`src/hdl/owrf_pkg.sv`:
```
// Shared types and constants for the overwrite ring FIFO.
// No dependencies; imported by owrf_ptr, overwrite_ring_fifo and the testbench.
package owrf_pkg;

  localparam int OP_W          = 2;
  localparam int BYTE_W        = 8;
  localparam int DEFAULT_DEPTH = 256;

  localparam logic [OP_W-1:0] OP_ENQ  = 2'd0;
  localparam logic [OP_W-1:0] OP_DEQ  = 2'd1;
  localparam logic [OP_W-1:0] OP_PEEK = 2'd2;

  typedef struct packed {
    logic              strobe;
    logic              ok;
    logic              rd;
    logic [BYTE_W-1:0] count;
  } owrf_res_t;

endpackage

```
`src/hdl/owrf_ram.sv`:
```
// Generic single-write, single-read RAM with registered read data.
// No dependencies.
module owrf_ram #(
  parameter int WIDTH = 8,
  parameter int DEPTH = 256
) (
  input  logic                     clk,
  input  logic                     we,
  input  logic [$clog2(DEPTH)-1:0] waddr,
  input  logic [WIDTH-1:0]         wdata,
  input  logic [$clog2(DEPTH)-1:0] raddr,
  output logic [WIDTH-1:0]         rdata
);

  logic [WIDTH-1:0] mem [DEPTH];

  always_ff @(posedge clk) begin
    if (we) begin
      mem[waddr] <= wdata;
    end
    rdata <= mem[raddr];
  end

endmodule

```
`src/hdl/owrf_ptr.sv`:
```
// Pointer and status unit of the overwrite ring FIFO: decodes the operation,
// updates the ring pointers and drives the RAM ports. Depends on owrf_pkg.
module owrf_ptr #(
  parameter int DEPTH = owrf_pkg::DEFAULT_DEPTH
) (
  input  logic                         clk,
  input  logic                         rst,
  input  logic                         accept,
  input  logic [owrf_pkg::OP_W-1:0]    op,
  input  logic [owrf_pkg::BYTE_W-1:0]  write_byte,
  input  logic [owrf_pkg::BYTE_W-1:0]  peek_offset,
  output logic                         ram_we,
  output logic [$clog2(DEPTH)-1:0]     ram_waddr,
  output logic [owrf_pkg::BYTE_W-1:0]  ram_wdata,
  output logic [$clog2(DEPTH)-1:0]     ram_raddr,
  output owrf_pkg::owrf_res_t          res
);
  import owrf_pkg::*;

  localparam int PTR_W = $clog2(DEPTH);
  localparam int CMP_W = (PTR_W > BYTE_W) ? PTR_W : BYTE_W;

  logic [PTR_W-1:0] wp, wp_next;
  logic [PTR_W-1:0] rp, rp_next;
  logic [PTR_W-1:0] cnt, cnt_next;
  logic             full, empty, peek_hit, ok_next, rd_next;

  assign cnt      = wp - rp;
  assign cnt_next = wp_next - rp_next;
  assign full     = (PTR_W'(wp + 1'b1) == rp);
  assign empty    = (wp == rp);
  assign peek_hit = (CMP_W'(peek_offset) < CMP_W'(cnt));

  assign ram_waddr = wp;
  assign ram_wdata = write_byte;

  always_comb begin
    wp_next   = wp;
    rp_next   = rp;
    ok_next   = 1'b0;
    rd_next   = 1'b0;
    ram_we    = 1'b0;
    ram_raddr = rp;
    if (accept) begin
      unique case (op)
        OP_ENQ: begin
          ram_we  = 1'b1;
          wp_next = PTR_W'(wp + 1'b1);
          if (full) begin
            rp_next = PTR_W'(rp + 1'b1);
          end
          ok_next = 1'b1;
        end
        OP_DEQ: begin
          if (!empty) begin
            rp_next = PTR_W'(rp + 1'b1);
            ok_next = 1'b1;
            rd_next = 1'b1;
          end
        end
        OP_PEEK: begin
          ram_raddr = PTR_W'(rp + PTR_W'(peek_offset));
          if (peek_hit) begin
            ok_next = 1'b1;
            rd_next = 1'b1;
          end
        end
        default: begin
        end
      endcase
    end
  end

  always_ff @(posedge clk) begin
    if (rst) begin
      wp         <= '0;
      rp         <= '0;
      res.strobe <= 1'b0;
    end else begin
      wp         <= wp_next;
      rp         <= rp_next;
      res.strobe <= accept;
    end
    res.ok    <= ok_next;
    res.rd    <= rd_next;
    res.count <= BYTE_W'(cnt_next);
  end

`ifndef SYNTH
  a_enq_ok: assert property (@(posedge clk) disable iff (rst)
    accept && op == OP_ENQ |=> res.strobe && res.ok && !res.rd)
    else $error("enqueue result not reported as ok");

  a_no_spurious: assert property (@(posedge clk) disable iff (rst)
    !accept |=> !res.strobe)
    else $error("result strobe without an accepted item");

  a_enq_wp: assert property (@(posedge clk) disable iff (rst)
    accept && op == OP_ENQ |=> wp == PTR_W'($past(wp) + 1'b1))
    else $error("write pointer did not advance on enqueue");

  a_deq_rp: assert property (@(posedge clk) disable iff (rst)
    accept && op == OP_DEQ && wp != rp |=> rp == PTR_W'($past(rp) + 1'b1))
    else $error("read pointer did not advance on dequeue");

  a_peek_hold: assert property (@(posedge clk) disable iff (rst)
    accept && op == OP_PEEK |=> $stable(wp) && $stable(rp))
    else $error("peek changed a pointer");
`endif

endmodule

```
`src/hdl/overwrite_ring_fifo.sv`:
```
// Top level of the overwrite ring FIFO: pointer unit plus byte storage RAM.
// Depends on owrf_pkg, owrf_ptr and owrf_ram.
//
// Usage:
//   Command channel: drive op, write_byte and peek_offset with start high;
//   the item is taken at the clock edge where start is high and busy is low.
//   Operations: enqueue, dequeue, peek at an offset from the oldest byte.
//   An enqueue into a full FIFO (DEPTH-1 bytes) drops the oldest byte.
//   Result channel: strobe is high for exactly one cycle with read_byte, ok
//   and item_count; the receiver cannot hold it off and must take it then.
//   Latency: the result appears in the cycle after the item is accepted,
//   set by the registered read port of the storage RAM.
//   Throughput: one item per cycle while busy is low, back to back, for every operation.
//   Reset: rst clears both pointers (FIFO empty) and the result strobe; busy
//   is registered from rst, so it is still high in the first cycle after
//   rst is released and the first edge after reset takes no item.
//   Storage contents are not cleared; only written entries are ever read.
module overwrite_ring_fifo #(
  parameter int DEPTH = owrf_pkg::DEFAULT_DEPTH
) (
  input  logic                        clk,
  input  logic                        rst,
  input  logic                        start,
  output logic                        busy,
  input  logic [owrf_pkg::OP_W-1:0]   op,
  input  logic [owrf_pkg::BYTE_W-1:0] write_byte,
  input  logic [owrf_pkg::BYTE_W-1:0] peek_offset,
  output logic                        strobe,
  output logic [owrf_pkg::BYTE_W-1:0] read_byte,
  output logic                        ok,
  output logic [owrf_pkg::BYTE_W-1:0] item_count
);
  import owrf_pkg::*;

  localparam int PTR_W = $clog2(DEPTH);

  logic              accept;
  logic              ram_we;
  logic [PTR_W-1:0]  ram_waddr;
  logic [PTR_W-1:0]  ram_raddr;
  logic [BYTE_W-1:0] ram_wdata;
  logic [BYTE_W-1:0] ram_rdata;
  owrf_res_t         res;

  always_ff @(posedge clk) begin
    busy <= rst;
  end

  assign accept = start && !busy;

  owrf_ptr #(
    .DEPTH (DEPTH)
  ) u_ptr (
    .clk         (clk),
    .rst         (rst),
    .accept      (accept),
    .op          (op),
    .write_byte  (write_byte),
    .peek_offset (peek_offset),
    .ram_we      (ram_we),
    .ram_waddr   (ram_waddr),
    .ram_wdata   (ram_wdata),
    .ram_raddr   (ram_raddr),
    .res         (res)
  );

  owrf_ram #(
    .WIDTH (BYTE_W),
    .DEPTH (DEPTH)
  ) u_ram (
    .clk   (clk),
    .we    (ram_we),
    .waddr (ram_waddr),
    .wdata (ram_wdata),
    .raddr (ram_raddr),
    .rdata (ram_rdata)
  );

  assign strobe     = res.strobe;
  assign ok         = res.ok;
  assign item_count = res.count;
  assign read_byte  = res.rd ? ram_rdata : '0;

endmodule

```
`config.mk`:
```
export PLATFORM = sky130hd
export DESIGN_NAME = overwrite_ring_fifo
export DESIGN_NICKNAME = d
export VERILOG_FILES = /design/src/hdl/owrf_pkg.sv /design/src/hdl/owrf_ram.sv /design/src/hdl/owrf_ptr.sv /design/src/hdl/overwrite_ring_fifo.sv
export SDC_FILE = /design/constraint.sdc
export NUM_CORES = 2
export LEC_CHECK = 0
export ABC_CLOCK_PERIOD_IN_PS = 5750
export BUFFER_PORTS_ARGS = -buffer_cell sky130_fd_sc_hd__buf_2
export CAP_MARGIN = 20
export CORE_ASPECT_RATIO = 1.25
export CORE_UTILIZATION = 65
export CTS_BUF_LIST = sky130_fd_sc_hd__clkbuf_8
export DETAILED_ROUTE_END_ITERATION = 12
export HOLD_SLACK_MARGIN = 0.05
export PLACE_DENSITY = 0.81
export SLEW_MARGIN = 25
export SYNTH_ARGS = -nofsm -noshare
export SYNTH_HDL_FRONTEND = slang
export SYNTH_SLANG_ARGS = --single-unit
```
`constraint.sdc`:
```
create_clock -name clk -period 5.75 [get_ports clk]
set_input_delay 1.15 -clock clk [delete_from_list [all_inputs] [get_ports clk]]
set_output_delay 1.15 -clock clk [all_outputs]
set_load 0.005 [all_outputs]
```
# Yosys cells after proc, flatten, opt, wreduce, memory -nomap -nowiden
# Memory sizes are Yosys's and may differ from the RTL's. A register that Yosys moved wholly into a read port is not among the register bits.
# Cells that the tools add are included.
[op_classes]
add_sub_neg = 5
magnitude_cmp = 1
eq_ne = 4
n_mux = 17
n_reduce_logical = 3
[ops]
columns = ["op", "n"]
rows = [
  ["2-to-1 mux 8 bit", 8],
  ["adder 8 x 1 -> 8 bit (second input constant)", 2],
  ["== test 8 bit", 2],
  ["one-hot mux 8 bit (2 select lines)", 1],
  ["subtractor 8 bit", 2],
  ["adder 8 bit", 1],
  ["< comparator 8 bit", 1],
  ["2-to-1 mux 1 bit", 6],
  ["one-hot mux 1 bit (3 select lines)", 1],
  ["== test 2 x 1 -> 1 bit (second input constant)", 1],
  ["== test 2 bit (second input constant)", 1],
  ["zero test 2 bit", 1],
  ["one-hot mux 1 bit (2 select lines)", 1],
  ["logical AND 1 bit", 1],
  ["zero test 1 bit", 1],
]
[totals]
ff_bits = 28
mem_bits_rw = 2048
output_inout_bits = 19
n_memories = 1
[memory_table]
columns = ["memory", "words", "word_bits", "rd", "rd_clocked_by_memory_dff", "wr", "line_no", "source"]
rows = [
  ["u_ram.mem", 256, 8, 1, 1, 1, "owrf_ram.sv:15", "logic [WIDTH-1:0] mem [DEPTH];"],
]

# Logic depth before layout (Yosys ltp)
[depth]
word_depth = 6
ltp_mapped = 18

# By module
# From an unflattened synthesis, not the netlist that was laid out.
[unflattened]
cells_unflattened = 4059
hier_area_um2 = 82186.3
[by_module_without_submodules]
columns = ["mod", "n_inst", "cells_each", "area_per_inst_um2", "seq_area_each_um2"]
rows = [
  ["owrf_ram", 1, 3733, 79556.3, 61659.1],
  ["owrf_ptr", 1, 316, 2553.7, 540.5],
  ["overwrite_ring_fifo", 1, 10, 76.3, 20.0],
]

# Worst setup path after synthesis
# OpenSTA, ideal clock, no wires.
[synth_path]
kind = "input to register"
start = "input port peek_offset[0] in the netlist's numbering"
end = "register u_ram.rdata[2], read port of u_ram.mem"
setup_ns = 0.134
t_arrival_ns = 4.205
required_time_ns = 5.616
setup_slack_ns = 1.411
path_stages = 13
path_cell_list = "ha_1 fa_1 a21oi_1 o21bai_1 xor2_1 mux2i_1 buf_2 buf_1 mux2i_1 nand2_1 a311oi_1 a31oi_1 mux4_2"
[synth_via]
elab_chain_cells = 3
[synth_rtl]
columns = ["item", "line_no", "source"]
rows = [
  ["start, declared", "overwrite_ring_fifo.sv:27", "input logic [owrf_pkg::BYTE_W-1:0] peek_offset,"],
  ["adder 8 bit", "owrf_ptr.sv:62", "ram_raddr = PTR_W'(rp + PTR_W'(peek_offset));"],
  ["2-to-1 mux 8 bit", "owrf_ptr.sv:45", "unique case (op)"],
  ["2-to-1 mux 8 bit", "owrf_ptr.sv:44", "if (accept) begin"],
  ["end, declared", "owrf_ram.sv:12", "output logic [WIDTH-1:0] rdata"],
]
# No other way between the ends.
# A chain may end at the register's enable or synchronous reset.

# Worst setup path in the final report
[layout_path]
start = "register u_ptr.wp[1], in the netlist u_ptr.ram_waddr[1]"
end = "register, netlist name u_ptr.res[6]"
[layout_via]
elab_chain_cells = 6
[layout_rtl]
columns = ["item", "line_no", "source"]
rows = [
  ["start, declared", "owrf_ptr.sv:23", "logic [PTR_W-1:0] wp, wp_next;"],
  ["start signal, assigned", "owrf_ptr.sv:80", "wp <= wp_next;"],
  ["adder 8 x 1 -> 8 bit", "owrf_ptr.sv:30", "assign full = (PTR_W'(wp + 1'b1) == rp);"],
  ["== test 8 bit", "owrf_ptr.sv:30", ""],
  ["2-to-1 mux 8 bit", "owrf_ptr.sv:49", "if (full) begin"],
  ["one-hot mux 8 bit (2 select lines) *", "owrf_ptr.sv:45", ""],
  ["2-to-1 mux 8 bit *", "owrf_ptr.sv:44", ""],
  ["named net u_ptr.rp_next[0]", "owrf_ptr.sv:24", "logic [PTR_W-1:0] rp, rp_next;"],
  ["subtractor 8 bit *", "owrf_ptr.sv:29", "assign cnt_next = wp_next - rp_next;"],
  ["named net u_ptr.cnt_next[6]", "owrf_ptr.sv:25", "logic [PTR_W-1:0] cnt, cnt_next;"],
]
# The timed path passes the listed nets; every way through them passes the cells marked *.

==> flow_results.org <==
** Run status
- The flow ran to the end, and the final reports show no timing, DRC or antenna violations.

** Placement
- Detailed placement ended at an HPWL of 115000 um.
- In this run the tool buffered the top-level ports with 39 buffer cells.
- Routability-driven placement congestion ratio :: 0.875
- Post-DP Area :: 87200 um2

** STA
- Setup violations remaining at the end of the flow were counted as 0.
- Top achievable clock speed :: 217 MHz
- For the final routed database, the setup TNS stands at 0 ns.
- Between clock sinks in the finished design, the worst skew comes to between 0.06 and 0.07 ns.
- For the finished layout, the period the worst path requires is roughly 4.6 ns.
- Pins Over Slew Limit :: 0
- Setup repair after global routing left no endpoint under its margin.
- Measured against its own limit, the worst slew margin works out to 0.263.
- Measured slew at the worst slew-check pin :: 1.11 ns
- Period utilization :: 0.801
- Hold violation count in the final report :: 0

** Yosys
- Post-synth net total :: 4111
- Yosys mapped a number of flops with a built-in enable equal to 2048.
- Of all flip-flops after synthesis, the portion carrying an async set or reset was 0.
- For this run, the number of Yosys warnings is 0.
- Count of different cell masters after synthesis :: 61
- Counting every instance in the synthesized netlist gives 4054.
- Top FF cell, synth :: edfxtp_1
- Share of the yosys chip area belonging to registers :: 0.751
- edfxtp_1 takes more of the synthesized area than any other cell.
- Summing every instance area after synthesis gives 82900 um2.
- Most frequent cell after synthesis :: edfxtp_1
- Area share of the largest cell type after synthesis :: 0.742
- Sorting the synthesized cells by how often they occur yields 2048 x edfxtp_1, 520 x mux4_2, 276 x nor2_1, 205 x mux2i_1, 123 x a211oi_1.
- Mean instance size in the synthesized netlist :: 20.4 um2
- Counting flops and latches in the post-synthesis netlist gives 2084.
- Cell types occupying the most area after synthesis :: edfxtp_1 74%, mux4_2 14%, mux2i_1 2.5%

** Clock network
- Clock-pin slew was measured on the worst setup and hold paths at 0.06 ns.
- Buffer cell driving the clock tree root :: clkbuf_8
- Counting every sink on the clock net gives ~2100.
- Clock latency on the worst-skew pair :: 1.01 ns
- Post-CTS Setup Bufs :: 0
- In this run the deepest clock path goes through 4 buffers.
- Clock tree from TritonCTS :: built
- Clock tree synthesis inserted a total of 311 buffers.
- For this design, the CTS-stage hold fixing added 0 buffers.
- Depth of the CTS H-tree :: 5
- In this run, post-CTS repair resized a total of 0 instances.

** Route
- DRC violation count after routing :: 0
- After detailed routing, the average wire length per cell comes to slightly above 30 um.
- Post-route ant nets :: 0
- Using the TritonRoute via totals, the vias-per-cell ratio works out to approximately 6.7.
- Total vias in the final route :: 42900
- Routed wire length :: 193000 um
- Length of the first detailed-routing pass in iterations :: 6
- DR iter-0 viols :: 5278

** Pwr
- Dividing total power by cell area gives a power density of 308 nW/um2.
- VDD sags by at most 0.000325 V.
- Of the total power, registers draw 0.585.
- The share of total power dissipated in the clock network is 0.387.
- For this design the total switching power over the nets is 5.95 mW.
- Combinational power share :: 0.028
- In this run the static leakage power is approximately 32 nW.
- Sw frac :: 0.209
- Internal Pwr Total :: 22.6 mW

** Hold path
- Class of the worst hold path :: in -> reg

** Floorplanning
- The die covers 129000 um2.
- The floorplan step defined a core boundary enclosing 127000 um2.
- From bottom edge to top edge, the die measures roughly 400 um.
- For this design the top-level I/O count stands at 40.
- Number of placement rows :: 146
- The floorplan step set the die width to between 300 and 400 um.
- For this configuration, the core starts out at a cell density of 0.655.

** Layout
- Nets :: about 4500
- Of the cells placed in the final design, the portion with a size suffix greater than 1 is 0.278.
- From synthesis to final layout, the design area changed by 11.9%.
- With fillers left out, the area of the finished cells amounts to 92700 um2.

** GRT
- Entering global routing, the biggest net connects ~210 pins.
- Wire length of the first global-routing pass :: approximately 280000 um
- Overflow left after global routing :: 0
- Via count of the first global-routing pass :: 44200
- Global router's overall resource usage :: 0.306
- Initial antenna violation count :: 7

** Worst setup path
- STA puts the critical path data arrival time at 5.51 ns.
- WS Path Type :: reg -> reg
- Worst path required time :: 6.66 ns
- Worst-path maximum fanout :: 13
- The worst setup path is launched from a flop.
- STA classifies the critical path endpoint as a flop.

** Job
- The tool flagged a number of max-cap violations equal to 0.
==> logic make-up after synthesis <==
| family | synth area share |
|---|---|
| adder cells (fa/ha/maj) | 0.00598 |
| buffers and inverters | 0.0145 |
| flip-flops | 0.751 |
| XOR/XNOR | 0.00421 |
| AND/OR/NAND/NOR | 0.0323 |
| multiplexers | 0.166 |
| AO/OA/AOI/OAI | 0.0260 |
==> worst paths after layout <==
check,start,to,slack (ns),cells after the start
worst min-delay path,rst,busy$_DFF_P_,0.47,1
worst max-delay path,u_ptr.ram_waddr[1]$_SDFF_PP0_,u_ptr.res[6]$_DFF_P_,1.15,15
worst max register to register,u_ptr.ram_waddr[1]$_SDFF_PP0_,u_ptr.res[6]$_DFF_P_,1.15,15
worst min register to register,u_ptr.ram_waddr[0]$_SDFF_PP0_,u_ptr.ram_waddr[0]$_SDFF_PP0_,0.65,2
==> registers in the layout (all words and copies together), names as in the netlist <==
register and count:
busy 1, u_ptr.ram_waddr 8, u_ptr.res 11, u_ptr.rp 8, u_ram.mem 2048, u_ram.rdata 8
==> layout by cell type (no fill, tap or decap), drive strengths merged, types with 3 or more instances in the layout <==
master | synthesis | layout
nor3 | 4 | 4
clkinv | 0 | 107
bufinv | 0 | 10
a211oi | 123 | 123
nand3 | 37 | 37
edfxtp | 2048 | 2048
nor2b | 24 | 24
o21bai | 5 | 5
a21oi | 121 | 121
xor2 | 17 | 17
diode | 0 | 5
xnor2 | 22 | 22
dfxtp | 36 | 36
a211o | 7 | 7
clkbuf | 121 | 328
a311oi | 8 | 8
a31oi | 11 | 11
o31ai | 4 | 4
buf | 129 | 357
mux4 | 520 | 520
ha | 33 | 33
nand2b | 4 | 4
a21o | 4 | 4
o211ai | 9 | 9
o21a | 5 | 5
mux2i | 205 | 205
nand4 | 5 | 5
inv | 25 | 104
and3 | 20 | 20
clkinvlp | 0 | 7
nor2 | 276 | 276
and2 | 116 | 116
nand2 | 77 | 77
o21ai | 10 | 10
fa | 3 | 3
==> layer usage <==
metal  GRT usage  vias up  part of all wire
li1            -    17500                 -
met1       0.403    22000              0.35
met2       0.484     2807              0.49
met3      0.0737      514              0.10
met4       0.155        6             0.051
met5           0        -           0.00019
==> power groups by stage <==
| stage | clock network [mW] | registers, mW | logic (mW) |
|---|---|---|---|
| 5_1_grt | 11.8 | 16.7 | 0.842 |
| 6_report | 11.0 | 16.7 | 0.801 |
| 3_3_place_gp | 0 | 17.0 | 0.771 |
| 4_1_cts | 11.2 | 16.7 | 0.802 |
| 3_5_place_dp | 0 | 17.0 | 0.800 |
| 2_1_floorplan | 0 | 17.0 | 0.369 |
==> stage by stage <==
step / total power [mW] / worst slack, ns / hold slack (ns) / instances / util
final: 28.5 / 1.15 / 0.465 / 6399 / 0.733
after global routing: 29.3 / 0.918 / 0.425 / 6396 / 0.733
after CTS: 28.7 / 1.14 / 0.372 / 6394 / 0.733
after detailed placement: 17.8 / 0.436 / 0.632 / 5869 / 0.689
after global placement: 17.8 / 0.521 / 0.642 / 5869 / 0.689
after floorplan: 17.4 / 1.41 / 0.566 / 4054 / -
==> worst max-delay path, cell delays in order (launching register included) <==
cell	delay (ns)
dfxtp_1	0.47
ha_1	0.58
and3_1	0.38
a221o_1	0.19
a21boi_1	0.12
o211a_4	0.29
a21oi_2	0.26
nor2_1	0.11
mux2_2	0.30
ha_1	0.24
fa_1	0.44
maj3_2	0.34
maj3_2	0.33
nor3b_2	0.16
nor3_2	0.19
xor2_1	0.16
==> cell type report <==
cell class	instances	area [um2]
diodes	5	12.5
clock buffers	322	4430
repair buffers	363	3110
clock inverters	203	1110
inverters	25	93.8
fillers	6695	33900
well taps	1702	2130
flip-flops and latches	2084	62200
multi-input cells	1695	19600
Power figures use the tool's default switching activity.
